[src/rtl/string_buffer_edit_search_core_defines.svh]
// assertion macros for the string buffer edit and search core
`ifndef STRING_BUFFER_EDIT_SEARCH_CORE_DEFINES_SVH
`define STRING_BUFFER_EDIT_SEARCH_CORE_DEFINES_SVH

`ifndef SYNTHESIS
// same-cycle implication, sampled on clk_i, off during reset
`define SBES_ASSERT_NOW(lbl, ante, cons, msg) \
  lbl: assert property (@(posedge clk_i) disable iff (!rst_ni) (ante) |-> (cons)) \
    else $error(msg);
// next-cycle implication, sampled on clk_i, off during reset
`define SBES_ASSERT_NEXT(lbl, ante, cons, msg) \
  lbl: assert property (@(posedge clk_i) disable iff (!rst_ni) (ante) |=> (cons)) \
    else $error(msg);
`else
`define SBES_ASSERT_NOW(lbl, ante, cons, msg)
`define SBES_ASSERT_NEXT(lbl, ante, cons, msg)
`endif

`endif

[src/rtl/sbes_pkg.sv]
// shared types and constants of the string buffer edit and search core
package sbes_pkg;

  localparam int unsigned OP_W       = 3;
  localparam int unsigned BYTE_W     = 8;
  localparam int unsigned POS_W      = 5;
  localparam int unsigned STATUS_W   = 2;
  localparam int unsigned IDX_W      = 4;
  localparam int unsigned LEN_OUT_W  = 5;
  localparam int unsigned PLEN_W     = 4;
  localparam int unsigned PAT_W      = 64;
  localparam int unsigned CFG_ADDR_W = 1;

  typedef enum logic [OP_W-1:0] {
    OP_CLEAR   = 3'd0,
    OP_INSERT  = 3'd1,
    OP_REVERSE = 3'd2,
    OP_SEARCH  = 3'd3,
    OP_DELETE  = 3'd4,
    OP_READ    = 3'd5
  } op_e;

  typedef enum logic [STATUS_W-1:0] {
    ST_OK    = 2'd0,
    ST_FULL  = 2'd1,
    ST_RANGE = 2'd2
  } status_e;

  typedef enum logic [1:0] {
    S_IDLE,
    S_WALK,
    S_LAST,
    S_HOLD
  } state_e;

  typedef enum logic [CFG_ADDR_W-1:0] {
    CFG_PATTERN = 1'b0,
    CFG_PLEN    = 1'b1
  } cfg_reg_e;

  // per-cell controls: rotate the byte ring, push the side stack, copy stack to ring
  typedef struct packed {
    logic shift;
    logic push;
    logic load;
  } cell_ctrl_t;

endpackage

[src/rtl/string_buffer_edit_search_core.sv]
// top level of the string buffer edit and search core
// The buffer is a ring of CAPACITY byte cells. Every operation that touches the
// stored bytes (insert, reverse, search, delete, read) rotates the ring once
// round, one cell per cycle, which brings every byte past cell 0 in order and
// leaves the ring aligned again; edits happen by choosing what enters at the
// far end. Such an item passes through S_WALK, S_LAST and S_HOLD before the
// next accept; clear, unused codes and rejected inserts or reads go from the
// accept straight to S_HOLD. The search compares the pattern against the first
// cells of the ring in each step, so a match is found in the same pass; delete
// uses that same pass and refills from the cell one pattern length further on.
// Reverse pushes the bytes onto a side stack held in the cells and copies them
// back in S_LAST, after the walk. One item is worked on at a time; the next
// one is taken while the previous result still waits in the output register.
// Pattern lengths above PATTERN_MAX count as PATTERN_MAX.

`include "string_buffer_edit_search_core_defines.svh"

module string_buffer_edit_search_core #(
  parameter int unsigned CAPACITY    = 16,
  parameter int unsigned PATTERN_MAX = 8
) (
  input  logic                             clk_i,
  input  logic                             rst_ni,
  // configuration write port
  input  logic                             cfg_we_i,
  input  logic [sbes_pkg::CFG_ADDR_W-1:0]  cfg_index_i,
  input  logic [sbes_pkg::PAT_W-1:0]       cfg_data_i,
  // input beats
  input  logic                             in_valid_i,
  output logic                             in_stall_o,
  input  logic [sbes_pkg::OP_W-1:0]        operation_i,
  input  logic [sbes_pkg::BYTE_W-1:0]      char_value_i,
  input  logic [sbes_pkg::POS_W-1:0]       position_i,
  // result beats
  output logic                             out_valid_o,
  input  logic                             out_stall_i,
  output logic [sbes_pkg::STATUS_W-1:0]    status_o,
  output logic                             found_o,
  output logic [sbes_pkg::IDX_W-1:0]       match_index_o,
  output logic [sbes_pkg::LEN_OUT_W-1:0]   text_length_o,
  output logic [sbes_pkg::BYTE_W-1:0]      char_out_o
);
  import sbes_pkg::*;

  localparam int unsigned LEN_W  = $clog2(CAPACITY + 1);
  localparam int unsigned STEP_W = $clog2(CAPACITY);
  localparam int unsigned CMP_W  = ((LEN_W > POS_W) ? LEN_W : POS_W) + 1;
  localparam int unsigned TAP_N  = PATTERN_MAX + 1;
  localparam int unsigned TAP_IW = $clog2(TAP_N);

  // configuration
  logic [PAT_W-1:0]  pat_q;
  logic [PLEN_W-1:0] plen_cfg_q;
  logic [PLEN_W-1:0] plen;

  // control state
  state_e            state_q, state_d;
  logic [LEN_W-1:0]  len_q;
  logic [STEP_W-1:0] step_q;
  logic              hit_q;
  status_e           status_q;
  logic              out_valid_q;

  // per-item payload
  logic [OP_W-1:0]   op_q;
  logic [BYTE_W-1:0] ch_q;
  logic [POS_W-1:0]  pos_q;
  logic [BYTE_W-1:0] carry_q;
  logic [BYTE_W-1:0] char_q;
  logic [STEP_W-1:0] at_q;

  // output register payload
  logic [STATUS_W-1:0]  status_out_q;
  logic                 found_out_q;
  logic [IDX_W-1:0]     idx_out_q;
  logic [LEN_OUT_W-1:0] len_out_q;
  logic [BYTE_W-1:0]    char_out_q;

  // ring
  logic [BYTE_W-1:0] main_w [CAPACITY];
  logic [BYTE_W-1:0] aux_w  [CAPACITY];
  cell_ctrl_t        ctrl_w [CAPACITY];
  logic [BYTE_W-1:0] tap    [TAP_N];
  logic [BYTE_W-1:0] feed;
  logic [BYTE_W-1:0] tap_sel;

  logic    accept;
  logic    start_walk;
  status_e start_status;
  logic    walking;
  logic    last_step;
  logic    win_ok;
  logic    match_all;
  logic    hit_now;
  logic    out_free;
  logic    push_en;
  logic    step_at_pos;

  // pattern length as used, saturated to the cells the search can see
  assign plen = (plen_cfg_q > PLEN_W'(PATTERN_MAX)) ? PLEN_W'(PATTERN_MAX) : plen_cfg_q;

  assign accept    = in_valid_i && !in_stall_o;
  assign walking   = (state_q == S_WALK);
  assign last_step = (step_q == STEP_W'(CAPACITY - 1));
  assign out_free  = !out_valid_q || !out_stall_i;
  assign step_at_pos = (CMP_W'(step_q) == CMP_W'(pos_q));

  // cell chain: each cell takes its right neighbor, the far end takes the feed;
  // the side stack grows from cell 0, which pushes the byte leaving the ring
  for (genvar k = 0; k < CAPACITY; k++) begin : g_cell
    logic [BYTE_W-1:0] nxt_main;
    logic [BYTE_W-1:0] nxt_aux;

    if (k == CAPACITY - 1) begin : g_end
      assign nxt_main = feed;
    end else begin : g_mid
      assign nxt_main = main_w[k+1];
    end

    if (k == 0) begin : g_head
      assign nxt_aux = main_w[0];
    end else begin : g_body
      assign nxt_aux = aux_w[k-1];
    end

    assign ctrl_w[k].shift = walking;
    assign ctrl_w[k].push  = push_en;
    // copy back only the stored part; cells past the length keep their bytes
    assign ctrl_w[k].load  = (state_q == S_LAST) && (op_q == OP_REVERSE)
                             && (LEN_W'(k) < len_q);

    sbes_cell u_cell (
      .clk_i  (clk_i),
      .ctrl_i (ctrl_w[k]),
      .main_i (nxt_main),
      .aux_i  (nxt_aux),
      .main_o (main_w[k]),
      .aux_o  (aux_w[k])
    );
  end

  // fixed taps on the first cells for the pattern window and the delete refill
  for (genvar k = 0; k < TAP_N; k++) begin : g_tap
    if (k < CAPACITY) begin : g_real
      assign tap[k] = main_w[k];
    end else begin : g_none
      assign tap[k] = '0;
    end
  end

  assign tap_sel = tap[plen[TAP_IW-1:0]];

  // window of the pattern at the current offset lies inside the stored bytes
  assign win_ok = (CMP_W'(step_q) + CMP_W'(plen)) <= CMP_W'(len_q);

  always_comb begin
    match_all = 1'b1;
    for (int j = 0; j < PATTERN_MAX; j++) begin
      if ((PLEN_W'(j) < plen) && (tap[j] != pat_q[BYTE_W*j +: BYTE_W])) begin
        match_all = 1'b0;
      end
    end
  end

  assign hit_now = walking && ((op_q == OP_SEARCH) || (op_q == OP_DELETE))
                   && !hit_q && win_ok && match_all;

  // accept-time decode: reject or finish at once, or walk the ring
  always_comb begin
    start_walk   = 1'b0;
    start_status = ST_OK;
    unique case (operation_i) inside
      OP_INSERT: begin
        if (len_q >= LEN_W'(CAPACITY)) begin
          start_status = ST_FULL;
        end else if (CMP_W'(position_i) > CMP_W'(len_q)) begin
          start_status = ST_RANGE;
        end else begin
          start_walk = 1'b1;
        end
      end
      OP_REVERSE, OP_SEARCH, OP_DELETE: begin
        start_walk = 1'b1;
      end
      OP_READ: begin
        if (CMP_W'(position_i) >= CMP_W'(len_q)) begin
          start_status = ST_RANGE;
        end else begin
          start_walk = 1'b1;
        end
      end
      default: begin
        start_walk = 1'b0;
      end
    endcase
  end

  // next state
  always_comb begin
    state_d = state_q;
    unique case (state_q)
      S_IDLE: begin
        if (in_valid_i) begin
          state_d = start_walk ? S_WALK : S_HOLD;
        end
      end
      S_WALK: begin
        if (last_step) begin
          state_d = S_LAST;
        end
      end
      S_LAST: begin
        state_d = S_HOLD;
      end
      S_HOLD: begin
        if (out_free) begin
          state_d = S_IDLE;
        end
      end
      default: begin
        state_d = S_IDLE;
      end
    endcase
  end

  // state outputs: handshake, what enters the ring end, stack push
  always_comb begin
    in_stall_o = (state_q != S_IDLE);
    push_en    = walking && (op_q == OP_REVERSE) && (CMP_W'(step_q) < CMP_W'(len_q));
    feed       = main_w[0];
    if (walking) begin
      case (op_q)
        OP_INSERT: begin
          // before the position plain rotation, then the new byte, then the
          // tail through the carry register
          if (step_at_pos) begin
            feed = ch_q;
          end else if (CMP_W'(step_q) > CMP_W'(pos_q)) begin
            feed = carry_q;
          end
        end
        OP_DELETE: begin
          // from the match on, skip the matched bytes
          if (hit_now || hit_q) begin
            feed = tap_sel;
          end
        end
        default: begin
          feed = main_w[0];
        end
      endcase
    end
  end

  // configuration registers
  always_ff @(posedge clk_i or negedge rst_ni) begin
    if (!rst_ni) begin
      pat_q      <= '0;
      plen_cfg_q <= '0;
    end else if (cfg_we_i) begin
      unique case (cfg_index_i)
        CFG_PATTERN: pat_q      <= cfg_data_i;
        CFG_PLEN:    plen_cfg_q <= cfg_data_i[PLEN_W-1:0];
        default:     pat_q      <= pat_q;
      endcase
    end
  end

  // control registers
  always_ff @(posedge clk_i or negedge rst_ni) begin
    if (!rst_ni) begin
      state_q     <= S_IDLE;
      len_q       <= '0;
      step_q      <= '0;
      hit_q       <= 1'b0;
      status_q    <= ST_OK;
      out_valid_q <= 1'b0;
    end else begin
      state_q <= state_d;

      if (accept) begin
        step_q   <= '0;
        hit_q    <= 1'b0;
        status_q <= start_status;
        if (operation_i == OP_CLEAR) begin
          len_q <= '0;
        end
      end else if (walking) begin
        step_q <= step_q + STEP_W'(1);
        if (hit_now) begin
          hit_q <= 1'b1;
        end
      end

      // length changes once the pass is over
      if (state_q == S_LAST) begin
        if (op_q == OP_INSERT) begin
          len_q <= len_q + LEN_W'(1);
        end else if ((op_q == OP_DELETE) && hit_q) begin
          len_q <= len_q - LEN_W'(plen);
        end
      end

      if ((state_q == S_HOLD) && out_free) begin
        out_valid_q <= 1'b1;
      end else if (!out_stall_i) begin
        out_valid_q <= 1'b0;
      end
    end
  end

  // payload registers
  always_ff @(posedge clk_i) begin
    if (accept) begin
      op_q   <= operation_i;
      ch_q   <= char_value_i;
      pos_q  <= position_i;
      char_q <= '0;
      at_q   <= '0;
    end else if (walking) begin
      carry_q <= main_w[0];
      if (hit_now) begin
        at_q <= step_q;
      end
      if ((op_q == OP_READ) && step_at_pos) begin
        char_q <= main_w[0];
      end
    end

    if ((state_q == S_HOLD) && out_free) begin
      status_out_q <= status_q;
      found_out_q  <= hit_q;
      idx_out_q    <= IDX_W'(at_q);
      len_out_q    <= LEN_OUT_W'(len_q);
      char_out_q   <= char_q;
    end
  end

  assign out_valid_o   = out_valid_q;
  assign status_o      = status_out_q;
  assign found_o       = found_out_q;
  assign match_index_o = idx_out_q;
  assign text_length_o = len_out_q;
  assign char_out_o    = char_out_q;

  // a match never reaches past the stored bytes
  `SBES_ASSERT_NOW(a_match_inside, hit_q && ((state_q == S_WALK) || (state_q == S_LAST)), (CMP_W'(at_q) + CMP_W'(plen)) <= CMP_W'(len_q), "match window past length")
  // found is only reported with ok status
  `SBES_ASSERT_NOW(a_found_ok, out_valid_o && found_o, status_o == ST_OK, "found with error status")
  // insert into a full buffer leaves the length alone
  `SBES_ASSERT_NEXT(a_full_keeps, accept && (operation_i == OP_INSERT) && (len_q == LEN_W'(CAPACITY)), $stable(len_q), "full insert changed length")

endmodule

[src/rtl/sbes_cell.sv]
// one buffer cell: a ring byte and a side-stack byte used for reversal
module sbes_cell (
  input  logic                          clk_i,
  input  sbes_pkg::cell_ctrl_t          ctrl_i,
  input  logic [sbes_pkg::BYTE_W-1:0]   main_i,
  input  logic [sbes_pkg::BYTE_W-1:0]   aux_i,
  output logic [sbes_pkg::BYTE_W-1:0]   main_o,
  output logic [sbes_pkg::BYTE_W-1:0]   aux_o
);
  import sbes_pkg::*;

  logic [BYTE_W-1:0] main_q, main_d;
  logic [BYTE_W-1:0] aux_q, aux_d;

  always_comb begin
    main_d = main_q;
    if (ctrl_i.load) begin
      main_d = aux_q;
    end else if (ctrl_i.shift) begin
      main_d = main_i;
    end
    aux_d = ctrl_i.push ? aux_i : aux_q;
  end

  always_ff @(posedge clk_i) begin
    main_q <= main_d;
    aux_q  <= aux_d;
  end

  assign main_o = main_q;
  assign aux_o  = aux_q;

endmodule

[config.mk]
export PLATFORM = sky130hd
export DESIGN_NAME = string_buffer_edit_search_core
export DESIGN_NICKNAME = d
export VERILOG_FILES = /design/src/rtl/sbes_pkg.sv /design/src/rtl/string_buffer_edit_search_core.sv /design/src/rtl/sbes_cell.sv
export VERILOG_INCLUDE_DIRS = /design/src /design/src/rtl
export SDC_FILE = /design/constraint.sdc
export NUM_CORES = 1
export LEC_CHECK = 0
export ABC_CLOCK_PERIOD_IN_PS = 6700
export BUFFER_PORTS_ARGS = -buffer_cell sky130_fd_sc_hd__buf_2
export CAP_MARGIN = 15
export CELL_PAD_IN_SITES_DETAIL_PLACEMENT = 0
export CELL_PAD_IN_SITES_GLOBAL_PLACEMENT = 2
export CORE_MARGIN = 4
export CORE_UTILIZATION = 48
export DETAILED_ROUTE_END_ITERATION = 10
export PLACE_DENSITY = 0.93
export SYNTH_ARGS = -nofsm -noshare
export SYNTH_HDL_FRONTEND = slang
export SYNTH_SLANG_ARGS = --single-unit
[constraint.sdc]
create_clock -name clk_i -period 6.7 [get_ports clk_i]
set_input_delay 0.67 -clock clk_i [delete_from_list [all_inputs] [get_ports clk_i]]
set_output_delay 0.67 -clock clk_i [all_outputs]
set_load 0.1 [all_outputs]
## Yosys cells after proc, flatten, opt, wreduce, memory -nomap -nowiden

Index checks and enable logic that the tools add are counted.
Widths: inputs -> output; s select.

| word-level totals | value |
|---|---|
| flip-flop bits (word level) | 395 |
| input bits | 86 |
| output and inout bits | 22 |
| word-level logic and storage cells | 261 |

| cells by class | value |
|---|---|
| $add $sub $neg | 4 |
| magnitude comparators | 32 |
| eq/ne operators | 27 |
| muxes and demuxes | 73 |
| bitwise logic cells | 3 |
| reductions and logical operators | 71 |

Operator list:

| cell | number |
|---|---|
| $mux 8 | 37 |
| $ne 8x8->1 | 8 |
| $lt 4x5->1 const A | 8 |
| $reduce_bool 2->1 | 19 |
| $logic_and 1x1->1 | 35 |
| $bmux 8 s4 | 1 |
| $mux 5 | 5 |
| $lt 3x5->1 const A | 4 |
| $lt 3x4->1 const A | 4 |
| $mux 1 | 16 |
| $pmux 8 s2 | 1 |
| $mux 2 | 7 |
| $eq 3x2->1 const B | 4 |
| $eq 3x3->1 const B | 4 |
| $mux 4 | 3 |
| $reduce_and 2->1 | 6 |
| $ge 5x5->1 const B | 2 |
| $lt 1x5->1 const A | 2 |
| $lt 2x5->1 const A | 2 |
| $lt 1x4->1 const A | 2 |
| $lt 2x4->1 const A | 2 |
| $pmux 2 s4 | 1 |
| $eq 3x1->1 const B | 2 |
| $add 4x4->5 | 1 |
| 25 further kinds | 34 |

## Longest topological paths before layout

| logic depth | value |
|---|---|
| depth in word-level cells | 18 |
| gate-level depth with buffers | 18 |
| mapped depth without buffers | 16 |

## By module

Synthesis repeated with hierarchy kept, for this count alone.

| second synthesis, totals | value |
|---|---|
| cells, all modules | 1084 |
| area, all modules | 17553.1 µm² |

By module, submodules not included:

| module | times used | cells each | area each (µm²) | sequential area each (µm²) |
|---|---|---|---|---|
| sbes_cell | 16 | 26 | 618.1 | 480.5 |
| string_buffer_edit_search_core | 1 | 668 | 7663.6 | 3638.5 |

## Worst setup path before layout

No wires, ideal clock.

| timing | value |
|---|---|
| path type | reg2reg |
| start point | reg len_q[1] |
| end point | reg g_cell[0].u_cell.aux_q[0] (enable) |
| library setup time | 0.483 ns |
| arrival | 4.131 ns |
| required time | 6.217 ns |
| slack | 2.086 ns |
| cell stages (with the launch flop) | 9 |
| path buffers | 1 |
| clock period less this slack | 4.614 ns |
| path through | dfrtp_1 clkbuf_1 inv_1 ha_1 a21boi_0 o21ai_0 nand2b_1 a21oi_1 o211a_1 |

| on the way | value |
|---|---|
| cells in the longest elaborated chain, start to end | 2 |

RTL lines:

| what | RTL line | text |
|---|---|---|
| start: declaration | string_buffer_edit_search_core.sv:58 | `logic [LEN_W-1:0] len_q;` |
| start signal: assignment | string_buffer_edit_search_core.sv:298 | `len_q <= len_q + LEN_W'(1);` |
| start signal: assignment | string_buffer_edit_search_core.sv:300 | `len_q <= len_q - LEN_W'(plen);` |
| $lt 4x5->1 | string_buffer_edit_search_core.sv:229 | `push_en = walking && (op_q == OP_REVERSE) && (CMP_W'(step_q) < CMP_W'(len_q));` |
| $logic_and 1x1->1 | string_buffer_edit_search_core.sv:229 |  |
| named net push_en | string_buffer_edit_search_core.sv:96 | `logic push_en;` |
| end signal: assignment | sbes_cell.sv:27 | `aux_q <= aux_d;` |
| end: declaration | sbes_cell.sv:13 | `logic [BYTE_W-1:0] aux_q, aux_d;` |

The timed path passes the listed nets, and every way through them passes these cells.
A chain may end at the register's enable or synchronous reset.

## Worst setup path after layout

| timing | value |
|---|---|
| start point | reg plen_cfg_q[0] |
| end point | reg g_cell[15].u_cell.main_q[7] (data pin) |

| on the way | value |
|---|---|
| cells in the longest elaborated chain, start to end | 18 |
| elaborated cells on any way between the ends | 39 |
| those cells by class | add/sub: 1; order compare: 10; mux: 16; bitwise: 1; reduce/logical: 11 |

RTL lines:

| what | RTL line | text |
|---|---|---|
| start: declaration | string_buffer_edit_search_core.sv:53 | `logic [PLEN_W-1:0] plen_cfg_q;` |
| start signal: assignment | string_buffer_edit_search_core.sv:263 | `CFG_PLEN: plen_cfg_q <= cfg_data_i[PLEN_W-1:0];` |
| $gt 4x4->1 | string_buffer_edit_search_core.sv:100 | `assign plen = (plen_cfg_q > PLEN_W'(PATTERN_MAX)) ? PLEN_W'(PATTERN_MAX) : plen_cfg_q;` |
| $mux 4 (*) | string_buffer_edit_search_core.sv:100 |  |
| $lt 1x4->1 | string_buffer_edit_search_core.sv:159 | `if ((PLEN_W'(j) < plen) && (tap[j] != pat_q[BYTE_W*j +: BYTE_W])) begin` |
| $logic_and 1x1->1 | string_buffer_edit_search_core.sv:159 |  |
| $mux 1 (8 in series) | string_buffer_edit_search_core.sv:159 |  |
| $logic_and 1x1->1 | string_buffer_edit_search_core.sv:166 | `&& !hit_q && win_ok && match_all;` |
| $logic_or 1x1->1 | string_buffer_edit_search_core.sv:244 | `if (hit_now \|\| hit_q) begin` |
| $mux 8 (*) | string_buffer_edit_search_core.sv:244 |  |
| $pmux 8 s2 (*) | string_buffer_edit_search_core.sv:232 | `case (op_q)` |
| $mux 8 (*) | sbes_cell.sv:19 | `end else if (ctrl_i.shift) begin` |
| $mux 8 (*) | sbes_cell.sv:17 | `if (ctrl_i.load) begin` |
| named net g_cell[15].u_cell.main_d[7] | sbes_cell.sv:12 | `logic [BYTE_W-1:0] main_q, main_d;` |
| end signal: assignment | sbes_cell.sv:26 | `main_q <= main_d;` |
| end: declaration | sbes_cell.sv:12 |  |

The timed path passes the listed nets; every way through them passes the cells marked *. The select of a mux whose other input is x is not followed.

==> run summary <==
Syn Nets - 1188
Synthesis-stage register bit count - 395
Port buffer count - 107
Routed wire length - 38300 um
Most common cell in the netlist - edfxtp_1
Post_cts resized - 0
Routed vias - 9562
GRT Overall Usage - 0.199
CTS clk-pin slew, worst paths - 0.07 ns
FF/Latch Area - 11300 um2
Leading area contributor after synthesis - edfxtp_1
Worst setup path startpoint - plen_cfg_q[0]
Final setup TNS - 0 ns
Max-cap violations - 0
Hpwl dp - 27100 um
IO Count - 108
Number of nets with antenna violations after routing - 0
Total CTS buffers - 42
GRT overflow - 0
CP Launch Type - flip-flop
Ys Warns - 0
Worst-path fanout max - 19
Seq/Total Area, Yosys - 0.668
Die area - 38400 um2
Area grow syn2layout - 14.4%
Placed Area - 18000 um2
Initial antenna violation count - 0
Most frequent cells after synthesis - edfxtp_1, mux2_2, dfrtp_1
Reg2reg start - plen_cfg_q[0]
1st-pass router iterations - 5
Final-stage net count - 1317
Root Driver - clkbuf_16
Worst-Skew Late Latency - 0.54 ns
Status - finished clean
Critical Path End - g_cell[15].u_cell.main_o[7]
Syn Inst Count - 1068
Final Hold Viols - 0
Largest net degree at the start of global routing - 65
Reg2Reg Depth - 14
PwrDens - 412 nW/um2
Drt wl/cell - 22.7 um
Fillers - 2788
Post-synth top area share - 0.532
Initial Util - 0.488
RSZ-0062 raised after global routing - no
DR DRC count - 0
Initial DRC Count - 789
Synth top area cells - edfxtp_1, mux2_2, dfrtp_1, xor2_1, mux2i_1
N_diodes - 0
DR vias/cell - 5.68
DIE HEIGHT - 196 um
Final Cell Area - 19400 um2
Post-CTS Hold Fix Bufs - 0
Synth cell types - 57
Slew Viols, Final - 0
Maximum buffer depth of the clock tree - 3
Worst Tran Pin Value - 1.05 ns
Min-delay worst type - in -> async
TritonCTS clock tree - done
Multi-input logic area - 5390 um2
Syn_area_per_cell - 15.9 um2
Kind of critical path - reg -> reg
Vias in the first global route - 9663
CORE AREA - 34700 um2
Final GP Congestion - 0.850
Leakage power - 7.26 nW
Chip Width - 196 um
Clock Skews - 0.0125 ns
Clock sinks - 395
First-pass GRT wire length - 59200 um
Fmax - 241 MHz
Cell Rows - 68
Cell Area, Synth - 16900 um2
Worst Setup End Kind - flip-flop
Slew HR - 0.300
Final Setup Violations - 0
Worst Path Required - 6.96 ns
Layout cells sized above 1 - 0.324
Fin crit share - 0.618
Minimum clock period - 4.14 ns
CTS HTree Levels - 2
Worst vdd ir - 0.255 mV
Reg2reg end - g_cell[15].u_cell.main_o[7]
Dominant synthesized flop cell - edfxtp_1
Reg2reg setup slack - 2.56 ns
# Post-CTS Setup Buffers - 0
Worst Path Arrival - 4.40 ns
Post-synth EDFFs - 300
Post-synthesis async set-or-reset flop share - 0.210
## per-layer routing
metal | share of wire | track usage
met1 | 0.43 | 0.279
met2 | 0.48 | 0.316
met3 | 0.063 | 0.0371
met4 | 0.033 | 0.0678
met5 | 0 | 0
## per-stage QoR
step                      utilization  power, mW  setup slack [ns]  cells  hold slack [ns]
after floorplan                     -       5.06              2.09   1068            0.374
after global placement          0.519       5.70              2.78   1606            0.420
after detailed placement        0.519       5.75              2.63   1606            0.421
after CTS                       0.557       8.02              2.58   1681           0.0147
after global routing            0.559       8.37              2.25   1683           0.0337
final                           0.559       7.99              2.56   1683           0.0242
## how the worst min path moves through the flow
stage	from	end	slack, ns
6_report	rst_ni	pat_q[48]	0.02
5_1_grt	rst_ni	pat_q[50]	0.03
4_1_cts	rst_ni	pat_q[48]	0.01
3_5_place_dp	char_q[7]	char_out_o[7]	0.42
3_3_place_gp	char_q[5]	char_out_o[5]	0.42
2_1_floorplan	rst_ni	hit_q	0.37
## registers in the layout (all words and copies together), names as in the netlist, 5 cells and up
name                  cells
g_cell.u_cell.aux_o     128
g_cell.u_cell.main_o    128
pat_q                    64
carry_q                   8
ch_q                      8
char_out_o                8
char_q                    8
len_q                     5
pos_q                     5
text_length_o             5
## power by group
group	switching, mW	total [mW]	internal (mW)
logic	1.22	1.96	0.742
clock network	0.951	2.25	1.30
registers	0.457	3.77	3.32
## area by class of cell
type | instances | area share
clock buffers | 49 | 0.0572
inverters | 29 | 0.00561
multi-input cells | 608 | 0.278
clock inverters | 26 | 0.0114
flip-flops and latches | 395 | 0.584
well taps | 455 | 0.0294
repair buffers | 121 | 0.0346
## placed cells by master, fill, tap and decap left out, types with 13 or more instances in the layout
| cell type | instances |
|---|---|
| inv_1 | 28 |
| nor4_1 | 13 |
| buf_2 | 106 |
| buf_4 | 13 |
| nor2_1 | 41 |
| mux2_2 | 188 |
| edfxtp_1 | 300 |
| a21o_1 | 16 |
| dfrtp_1 | 83 |
| a21oi_1 | 25 |
| o21ai_0 | 21 |
| mux2i_1 | 42 |
| ha_1 | 32 |
| xor2_1 | 60 |
| clkbuf_16 | 43 |
| xnor2_1 | 13 |
| o21ai_1 | 13 |
| nand2_1 | 25 |
## worst max-delay path: stages (launching register included)
cell	delay [ns]
dfrtp_1	0.98
nor2b_1	0.27
ha_1	0.20
inv_1	0.05
fa_1	0.39
xnor2_1	0.19
ha_1	0.27
a21oi_1	0.17
nor2b_1	0.06
o21ai_0	0.15
a21oi_1	0.10
o31a_1	0.35
nor2_4	0.32
mux2i_1	0.26
o21ai_1	0.10
## cell families (layout without fill, tap and decap cells)
group	after synthesis	count (layout)	share of synthesized area
adders and majority gates	34	34	0.0260
xor gates and xnor gates	73	73	0.0377
and+or+nand+nor	141	141	0.0441
AOI/OAI and AO/OA	120	120	0.0458
buffers and inverters	65	225	0.0151
muxes	240	240	0.163
DFF	395	395	0.668
(Power assumes the default switching activity.)
